--- src/rtl/core/ambient_light_lux_calc_assert.svh ---
// Assertion macros for the ambient light lux calculator, clocked on clk_i and reset by rst_ni.
`ifndef AMBIENT_LIGHT_LUX_CALC_ASSERT_SVH
`define AMBIENT_LIGHT_LUX_CALC_ASSERT_SVH

// A condition that must hold at every clock edge out of reset.
`define ALC_ASSERT_ALWAYS(name, expr) \
  name: assert property (@(posedge clk_i) disable iff (!rst_ni) (expr)) \
    else $error("ambient light lux check failed");

// A condition that, once seen, must be followed by another one in the next cycle.
`define ALC_ASSERT_NEXT(name, pre, post) \
  name: assert property (@(posedge clk_i) disable iff (!rst_ni) (pre) |=> (post)) \
    else $error("ambient light lux sequence check failed");

`endif

--- src/rtl/core/alc_pkg.sv ---
// Shared types, constants and decode functions of the ambient light lux calculator.
`default_nettype none

package alc_pkg;

  localparam int unsigned COEF_FRAC_BITS = 14;
  localparam int unsigned OUT_FRAC_BITS  = 8;

  localparam int unsigned CNT_W    = 16;
  localparam int unsigned TOTAL_W  = CNT_W + 1;
  localparam int unsigned CMP_W    = TOTAL_W + 7;
  localparam int unsigned COEF_W   = COEF_FRAC_BITS + 3;
  localparam int unsigned PROD_W   = COEF_W + CNT_W;
  localparam int unsigned SUM_W    = PROD_W + 1;
  localparam int unsigned NUM_W    = SUM_W + OUT_FRAC_BITS + 1;
  localparam int unsigned EXT_W    = (NUM_W > 33) ? NUM_W : 33;
  localparam int unsigned LUX_W    = 27;
  localparam int unsigned Y_W      = 32;
  localparam int unsigned ODD_W    = 5;
  localparam int unsigned SHIFT_W  = 4;
  localparam int unsigned CFG_W    = 3;
  localparam int unsigned CFG_IDX_W = 2;

  // Register indexes of the configuration port.
  localparam logic [CFG_IDX_W-1:0] REG_GAIN  = 2'd0;
  localparam logic [CFG_IDX_W-1:0] REG_INTEG = 2'd1;

  // Gain codes.
  localparam logic [CFG_W-1:0] GAIN_X1   = 3'd0;
  localparam logic [CFG_W-1:0] GAIN_X2   = 3'd1;
  localparam logic [CFG_W-1:0] GAIN_X4   = 3'd2;
  localparam logic [CFG_W-1:0] GAIN_X8   = 3'd3;
  localparam logic [CFG_W-1:0] GAIN_RSV4 = 3'd4;
  localparam logic [CFG_W-1:0] GAIN_RSV5 = 3'd5;
  localparam logic [CFG_W-1:0] GAIN_X48  = 3'd6;
  localparam logic [CFG_W-1:0] GAIN_X96  = 3'd7;

  // Integration time codes, named by their factor.
  localparam logic [CFG_W-1:0] INTEG_T1  = 3'd0;
  localparam logic [CFG_W-1:0] INTEG_T05 = 3'd1;
  localparam logic [CFG_W-1:0] INTEG_T2  = 3'd2;
  localparam logic [CFG_W-1:0] INTEG_T4  = 3'd3;
  localparam logic [CFG_W-1:0] INTEG_T15 = 3'd4;
  localparam logic [CFG_W-1:0] INTEG_T25 = 3'd5;
  localparam logic [CFG_W-1:0] INTEG_T3  = 3'd6;
  localparam logic [CFG_W-1:0] INTEG_T35 = 3'd7;

  // Infrared share thresholds in percent.
  localparam logic [CMP_W-1:0] SHARE_SCALE = 24'd100;
  localparam logic [CMP_W-1:0] SHARE_LOW   = 24'd45;
  localparam logic [CMP_W-1:0] SHARE_MID   = 24'd64;
  localparam logic [CMP_W-1:0] SHARE_HIGH  = 24'd85;

  // Formula coefficients, rounded half up from four decimal places.
  localparam logic [COEF_W-1:0] COEF_A0 =
    COEF_W'(((64'd17743 << COEF_FRAC_BITS) + 64'd5000) / 64'd10000);
  localparam logic [COEF_W-1:0] COEF_B0 =
    COEF_W'(((64'd11059 << COEF_FRAC_BITS) + 64'd5000) / 64'd10000);
  localparam logic [COEF_W-1:0] COEF_A1 =
    COEF_W'(((64'd42785 << COEF_FRAC_BITS) + 64'd5000) / 64'd10000);
  localparam logic [COEF_W-1:0] COEF_B1 =
    COEF_W'(((64'd19548 << COEF_FRAC_BITS) + 64'd5000) / 64'd10000);
  localparam logic [COEF_W-1:0] COEF_A2 =
    COEF_W'(((64'd5926 << COEF_FRAC_BITS) + 64'd5000) / 64'd10000);
  localparam logic [COEF_W-1:0] COEF_B2 =
    COEF_W'(((64'd1185 << COEF_FRAC_BITS) + 64'd5000) / 64'd10000);

  localparam logic [LUX_W-1:0] LUX_MAX = '1;

  // Largest odd denominator part; clamping the dividend here keeps every
  // saturating quotient saturating.
  localparam longint unsigned MAX_ODD = 64'd21;
  localparam logic [Y_W-1:0]  Y_CLAMP = Y_W'(MAX_ODD << LUX_W);

  // Reciprocals floor((2^32-1)/m) of the odd denominator parts.
  localparam longint unsigned RECIP_ONE = (64'd1 << Y_W) - 64'd1;
  localparam logic [Y_W-1:0] RECIP_1  = Y_W'(RECIP_ONE);
  localparam logic [Y_W-1:0] RECIP_3  = Y_W'(RECIP_ONE / 64'd3);
  localparam logic [Y_W-1:0] RECIP_5  = Y_W'(RECIP_ONE / 64'd5);
  localparam logic [Y_W-1:0] RECIP_7  = Y_W'(RECIP_ONE / 64'd7);
  localparam logic [Y_W-1:0] RECIP_9  = Y_W'(RECIP_ONE / 64'd9);
  localparam logic [Y_W-1:0] RECIP_15 = Y_W'(RECIP_ONE / 64'd15);
  localparam logic [Y_W-1:0] RECIP_21 = Y_W'(RECIP_ONE / 64'd21);

  typedef enum logic [1:0] {
    REGION_LOW  = 2'd0,
    REGION_MID  = 2'd1,
    REGION_HIGH = 2'd2,
    REGION_NONE = 2'd3
  } region_e;

  typedef struct packed {
    region_e region;
    logic    bad;
  } side_t;

  // Gain times half-unit integration time, split as odd * 2^shift.
  typedef struct packed {
    logic [SHIFT_W-1:0] shift;
    logic [ODD_W-1:0]   odd;
  } den_t;

  function automatic den_t den_decode(input logic [CFG_W-1:0] gain,
                                      input logic [CFG_W-1:0] integ);
    logic [2:0] gs;
    logic [1:0] go;
    logic [1:0] hs;
    logic [2:0] ho;
    den_t       d;
    unique case (gain) inside
      GAIN_X1:              begin gs = 3'd0; go = 2'd1; end
      GAIN_X2:              begin gs = 3'd1; go = 2'd1; end
      GAIN_X4:              begin gs = 3'd2; go = 2'd1; end
      GAIN_X8:              begin gs = 3'd3; go = 2'd1; end
      GAIN_X48:             begin gs = 3'd4; go = 2'd3; end
      GAIN_X96:             begin gs = 3'd5; go = 2'd3; end
      GAIN_RSV4, GAIN_RSV5: begin gs = 3'd0; go = 2'd1; end
      default:              begin gs = 3'd0; go = 2'd1; end
    endcase
    unique case (integ)
      INTEG_T1:  begin hs = 2'd1; ho = 3'd1; end
      INTEG_T05: begin hs = 2'd0; ho = 3'd1; end
      INTEG_T2:  begin hs = 2'd2; ho = 3'd1; end
      INTEG_T4:  begin hs = 2'd3; ho = 3'd1; end
      INTEG_T15: begin hs = 2'd0; ho = 3'd3; end
      INTEG_T25: begin hs = 2'd0; ho = 3'd5; end
      INTEG_T3:  begin hs = 2'd1; ho = 3'd3; end
      INTEG_T35: begin hs = 2'd0; ho = 3'd7; end
      default:   begin hs = 2'd0; ho = 3'd1; end
    endcase
    d.shift = SHIFT_W'(gs) + SHIFT_W'(hs);
    d.odd   = ODD_W'(go) * ODD_W'(ho);
    return d;
  endfunction

  function automatic logic [Y_W-1:0] recip(input logic [ODD_W-1:0] odd);
    logic [Y_W-1:0] r;
    case (odd)
      5'd3:    r = RECIP_3;
      5'd5:    r = RECIP_5;
      5'd7:    r = RECIP_7;
      5'd9:    r = RECIP_9;
      5'd15:   r = RECIP_15;
      5'd21:   r = RECIP_21;
      default: r = RECIP_1;
    endcase
    return r;
  endfunction

endpackage

`default_nettype wire

--- src/rtl/core/alc_div.sv ---
// Two-stage divider by a small odd constant: reciprocal multiply, then one correction step and the output clamps.
`default_nettype none

module alc_div (
  input  logic                            clk_i,
  input  logic                            rst_ni,
  input  logic                            in_valid_i,
  output logic                            in_ready_o,
  input  logic [alc_pkg::Y_W-1:0]         y_i,
  input  logic [alc_pkg::ODD_W-1:0]       odd_i,
  input  alc_pkg::side_t                  side_i,
  output logic                            out_valid_o,
  input  logic                            out_ready_i,
  output logic [alc_pkg::LUX_W-1:0]       lux_q8_o,
  output alc_pkg::side_t                  side_o
);

  localparam int unsigned PW = 2 * alc_pkg::Y_W;
  localparam int unsigned MW = alc_pkg::Y_W + alc_pkg::ODD_W;

  logic                        v4_q, v5_q;
  logic                        en4, en5;
  logic [alc_pkg::Y_W-1:0]     y4_q, q0_q;
  logic [alc_pkg::ODD_W-1:0]   odd4_q;
  alc_pkg::side_t              side4_q, side5_q;
  logic [alc_pkg::LUX_W-1:0]   lux_q, lux_d;

  logic [PW-1:0]               prod;
  logic [MW-1:0]               qm;
  logic [alc_pkg::Y_W-1:0]     rem;
  logic [alc_pkg::Y_W:0]       qt;

  assign en5        = !v5_q || out_ready_i;
  assign en4        = !v4_q || en5;
  assign in_ready_o = en4;

  // The reciprocal undershoots 2^32/odd by at most one, so the product gives q or q-1.
  assign prod = PW'(y_i) * PW'(alc_pkg::recip(odd_i));

  always_ff @(posedge clk_i or negedge rst_ni) begin
    if (!rst_ni) begin
      v4_q <= 1'b0;
      v5_q <= 1'b0;
    end else begin
      if (en4) v4_q <= in_valid_i;
      if (en5) v5_q <= v4_q;
    end
  end

  always_ff @(posedge clk_i) begin
    if (en4 && in_valid_i) begin
      y4_q    <= y_i;
      odd4_q  <= odd_i;
      side4_q <= side_i;
      q0_q    <= prod[PW-1:alc_pkg::Y_W];
    end
    if (en5 && v4_q) begin
      side5_q <= side4_q;
      lux_q   <= lux_d;
    end
  end

  always_comb begin
    qm  = MW'(q0_q) * MW'(odd4_q);
    rem = y4_q - qm[alc_pkg::Y_W-1:0];
    qt  = (alc_pkg::Y_W + 1)'(q0_q)
        + (alc_pkg::Y_W + 1)'(rem >= alc_pkg::Y_W'(odd4_q));
    if (side4_q.region == alc_pkg::REGION_NONE) begin
      lux_d = '0;
    end else if (side4_q.bad) begin
      lux_d = alc_pkg::LUX_MAX;
    end else if (qt > (alc_pkg::Y_W + 1)'(alc_pkg::LUX_MAX)) begin
      lux_d = alc_pkg::LUX_MAX;
    end else begin
      lux_d = qt[alc_pkg::LUX_W-1:0];
    end
  end

  assign out_valid_o = v5_q;
  assign lux_q8_o    = lux_q;
  assign side_o      = side5_q;

endmodule

`default_nettype wire
--- config.mk ---
export PLATFORM = sky130hd
export DESIGN_NAME = alc_div
export DESIGN_NICKNAME = d
export VERILOG_FILES = /design/src/rtl/core/ambient_light_lux_calc_assert.svh /design/src/rtl/core/alc_pkg.sv /design/src/rtl/core/alc_div.sv
export SDC_FILE = /design/constraint.sdc
export NUM_CORES = 2
export LEC_CHECK = 0
export ABC_AREA = 1
export BUFFER_PORTS_ARGS = -buffer_cell sky130_fd_sc_hd__buf_2
export CAP_MARGIN = 20
export CORE_MARGIN = 1.5
export CORE_UTILIZATION = 56
export CTS_CLUSTER_SIZE = 24
export DETAILED_ROUTE_END_ITERATION = 10
export PLACE_DENSITY = 0.72
export SLEW_MARGIN = 20
export SYNTH_ARGS = -nofsm -noshare
export SYNTH_HDL_FRONTEND = slang
export SYNTH_SLANG_ARGS = --single-unit
export TNS_END_PERCENT = 1
--- constraint.sdc ---
create_clock -name clk_i -period 12 [get_ports clk_i]
set_clock_uncertainty 0.05 [all_clocks]
set_input_delay 0.6 -clock clk_i [delete_from_list [all_inputs] [get_ports clk_i]]
set_output_delay 0.6 -clock clk_i [all_outputs]
set_load 0.1 [all_outputs]
# Word level (Yosys, flattened, before mapping)
# Cells that the tools add are included.
# op_classes
n_addsub,2
mul,2
n_lt_le_gt_ge,2
eq_ne,7
n_mux,3
n_reduce_logical,6
# ops
op,count
32-bit one-hot mux with 6 select lines,1
32-bit by 32-bit multiplier with 64-bit output,1
27-bit 2-to-1 mux,2
32-bit by 1-bit adder with 33-bit output,1
33-bit by 27-bit > comparator with 1-bit output (second input constant),1
32-bit by 5-bit >= comparator with 1-bit output,1
32-bit by 5-bit multiplier with 32-bit output,1
32-bit subtractor,1
5-bit by 3-bit == test with 1-bit output (second input constant),2
5-bit by 4-bit == test with 1-bit output (second input constant),2
5-bit by 2-bit == test with 1-bit output (second input constant),1
5-bit == test (second input constant),1
2-bit == test (second input constant),1
1-bit logical AND,2
1-bit zero test,2
1-bit logical OR,2
# word_totals
reg_bits,104
input_bits,44
output_inout_bits,32

# Logic depth before layout (Yosys ltp)
# depth
depth_word,7
ltp_mapped,42

# Worst setup path before layout
# Ideal clock, no wire load.
# synth_path
kind,input to register
from,input port odd_i[0] in the netlist's numbering
to,"register q0_q[31] in the netlist's numbering, data pin"
setup_ps,252
t_arrival_ps,7612
required_ps,11698
path_slack_ps,4086
stages,37
path_buffers,1
path_cell_list,nand2_1 -> nor2_1 -> inv_2 -> nor3_2 -> nor3_1 -> nand2_4 -> inv_4 -> nor2_2 -> nand2_1 -> buf_2 -> nand2_1 -> inv_1 -> fa_1 -> inv_1 -> fa_1 -> inv_1 -> fa_1 -> inv_1 -> fa_1 -> inv_1 -> fa_1 -> fa_1 -> inv_1 -> fa_1 -> fa_1 -> inv_1 -> ha_1 -> a21oi_1 -> o21ai_0 -> a21oi_1 -> nor2_1 -> nor2_1 -> nor2_1 -> nor4_1 -> nand2_1 -> nand2_1 -> nand2_1
# synth_between
elab_chain_len,3
word_cells_on_any_way,8
cone_classes,mul (1); eq/ne (6); mux (1)
# synth_lines
element,line_no,source
from (decl),alc_div.sv:10,"input logic [alc_pkg::ODD_W-1:0] odd_i,"
5-bit == test (tied with other cells),alc_pkg.sv:138,case (odd)
32-bit one-hot mux with 6 select lines (*),alc_pkg.sv:138,
32-bit by 32-bit multiplier with 64-bit output (*),alc_div.sv:38,assign prod = PW'(y_i) * PW'(alc_pkg::recip(odd_i));
net prod[63],alc_div.sv:28,logic [PW-1:0] prod;
to (signal assigned),alc_div.sv:55,q0_q <= prod[PW-1:alc_pkg::Y_W];
to (decl),alc_div.sv:23,"logic [alc_pkg::Y_W-1:0] y4_q, q0_q;"
# The timed path passes the listed nets; every way through them passes the cells marked *.
# A chain may end at the register's enable or synchronous reset.

# Worst setup path after layout
# layout_path
from,input port odd_i[0] in the netlist's numbering
to,"register q0_q[28] in the netlist's numbering, data pin"
# The elaborated chain is that of the path after synthesis.

==> results.ini <==
[placed_design]
hpwl_microns=98930
io_buffers=75
gp_congestion=1.046

[outcome]
status=finished clean

[critical_path]
cp-endpoint=q0_q[28]$_DFFE_PP_
r2r_end=lux_q8_o[23]$_SDFFCE_PN0P_
critical_path_arrival_ns=10.20
r2r_slack_ns=4.75
r2r_cells=29
crit_top_cell=fa_1
cp-start-kind=input pin
cp_slowest_cell=nor2_4
timing.rr.start=odd4_q[0]$_DFFE_PP_
setup.worst_path.class=input pin to flip-flop
critPathMaxStageDelay_ns=0.71
cp-end-kind=flip-flop
required_ns=12.08
crit_path_start=odd_i[0]
cp_max_fo=25

[die]
start_util=0.5667
die-area_sq_um=65470
fp.coreArea_sq_um=63200
fp.dieW_microns=255.9
io_pins=76
rows=92
fp.dieH_microns=255.9

[run]
maxCapViolCount=0

[detailed_routing]
wl_per_cell_microns=22.03
via_count=27820
route.detailed.drc=0
wirelength_microns=111000
vias_per_cell=5.521
ant_nets=0
drt-pass1-iter-count=6
drt_iter0_markers=3017

[grt]
grt_usage=0.3479
overflow=0
grt_pass1_vias=28080
busiest_layer=met2
grt_pass1_wl_microns=169200
grt_max_degree=73
antenna_found_initial=1
grt_util_met3=0.08487
met1_usage=0.5011
grt_util_met2=0.5041

[cts]
cts_setup_buffers=0
cts.sinks=104
htreeDepth=3
cts-root-buf=clkbuf_16
cts_tree=done
cts.clk_slew.worst_paths_ns=0.08
holdBufCountCts=1
clock_latency_ns=0.39
post_cts_resized=0
cts_made_buffers=9
ctsLongestPathBuffers=2

[synthesis]
ys_warn_count=0
syn_nets=5331
ys_types=44
ys.flop_type=edfxtp_1
async_flop_share=0.01923
synth-seq-cells=104
postSynthCellCount=4169
synth_area_sq_um=35810
synth.yosys.seq_area_share=0.08693
synth.avg_cell_area_sq_um=8.590
synth_edf_count=102

[timing]
slew_headroom=0.2668
fin_crit_ns=10.12
finalHoldViolCount=0
fin_crit_sh=0.8431
worst_slew_pin_slew_ns=1.097
finalSetupViolations=0
slew_violations=0
rsz0062_at_grt=no
final.setup.tns_ns=0
max_freq_mhz=98.85

[worst_hold_path]
hold_class=input pin to flip-flop

[cells_and_area]
area_delta_synth_final_pct=4.025
drive_gt1_frac=0.03507
fillers=5721
final_cell_mix=inv_1, fa_1, nand2_1
layout_commonest_cell=inv_1
layout.nets=5349

==> state kept, by name (all words and copies together) (netlist names) <==
signal       cells
side4_q          3
out_valid_o      1
lux_q8_o        27
odd4_q           5
v4_q             1
q0_q            32
side_o           3
y4_q            32
==> per-layer routing <==
metal  vias to the layer above  share of wire
li1                      12310              -
met5                         -        0.00065
met2                      1528           0.43
met3                       218           0.11
met4                         4          0.049
met1                     13770           0.41
==> synth_stat cells (6+ instances only) <==
cell type,number,area (sq um)
a21o_1,19,142.6
a21oi_1,128,640.6
a31oi_1,42,262.8
buf_2,36,180.2
buf_6,7,78.83
clkbuf_1,31,116.4
clkinv_1,12,45.04
edfxtp_1,102,3063
fa_1,826,16540
ha_1,292,3654
inv_1,1174,4407
inv_2,14,52.55
nand2_1,688,2582
nand3_1,89,445.4
nand3b_1,9,67.56
nand4_1,30,187.7
nor2_1,420,1577
nor3_1,38,190.2
nor4_1,8,50.05
o211ai_1,6,45.04
o21ai_0,59,295.3
o21bai_1,17,127.6
xnor2_1,25,219.0
xor2_1,40,350.3
==> stage by stage <==
| step | setup WS (ns) | cell area [sq um] | utilization | hold WS [ns] | std cells |
|---|---|---|---|---|---|
| 2_1_floorplan | 4.086 | 35810 | - | 0.2544 | 4169 |
| 3_3_place_gp | 1.733 | 36930 | 0.5843 | 0.3385 | 5020 |
| 3_5_place_dp | 1.747 | 36940 | 0.5845 | 0.3417 | 5021 |
| 4_1_cts | 2.138 | 37250 | 0.5894 | 0.3228 | 5038 |
| 5_1_grt | 1.573 | 37250 | 0.5894 | 0.3368 | 5038 |
| 6_report | 1.883 | 37250 | 0.5895 | 0.3387 | 5040 |
==> worst min path at each step <==
stage / startpoint / end / slack [ns] / depth (start not counted)
6_report: side_i[0] / side4_q[0]$_DFFE_PP_ / 0.34 / 1
5_1_grt: side_i[2] / side4_q[2]$_DFFE_PP_ / 0.34 / 1
4_1_cts: side_i[0] / side4_q[0]$_DFFE_PP_ / 0.32 / 1
3_5_place_dp: rst_ni / out_valid_o$_DFFE_PN0P_ / 0.34 / 1
3_3_place_gp: rst_ni / v4_q$_DFFE_PN0N_ / 0.34 / 1
2_1_floorplan: rst_ni / out_valid_o$_DFFE_PN0P_ / 0.25 / 0
==> worst max-delay path: cells and delay by family <==
kind            cells  cell delay [ns]
xor+xnor            1             0.16
fa+ha+maj           9             4.54
compound gates      2             0.58
simple gates       12             2.75
buf+inv            12             1.53
==> kinds of logic after synthesis <==
| group | share of synthesized area |
|---|---|
| flops | 0.08693 |
| simple gates | 0.1506 |
| fa+ha+maj | 0.5638 |
| xor+xnor | 0.01590 |
| compound gates | 0.04504 |
| buf+inv | 0.1378 |
==> cell type report <==
class / count / area (sq um) / share of cell area
clock buffer: 9 / 225.2 / 0.006046
inverter: 1201 / 4511 / 0.1211
timing repair buffer: 89 / 490.5 / 0.01317
tap: 846 / 1059 / 0.02841
antenna: 2 / 5.005 / 0.0001343
sequential: 104 / 3113 / 0.08356
clock inverter: 7 / 72.57 / 0.001948
multi-input combinational: 2782 / 27780 / 0.7457
Power is not shown: default switching activity piles up to over one toggle a cycle in this logic, so the estimate is an artifact.
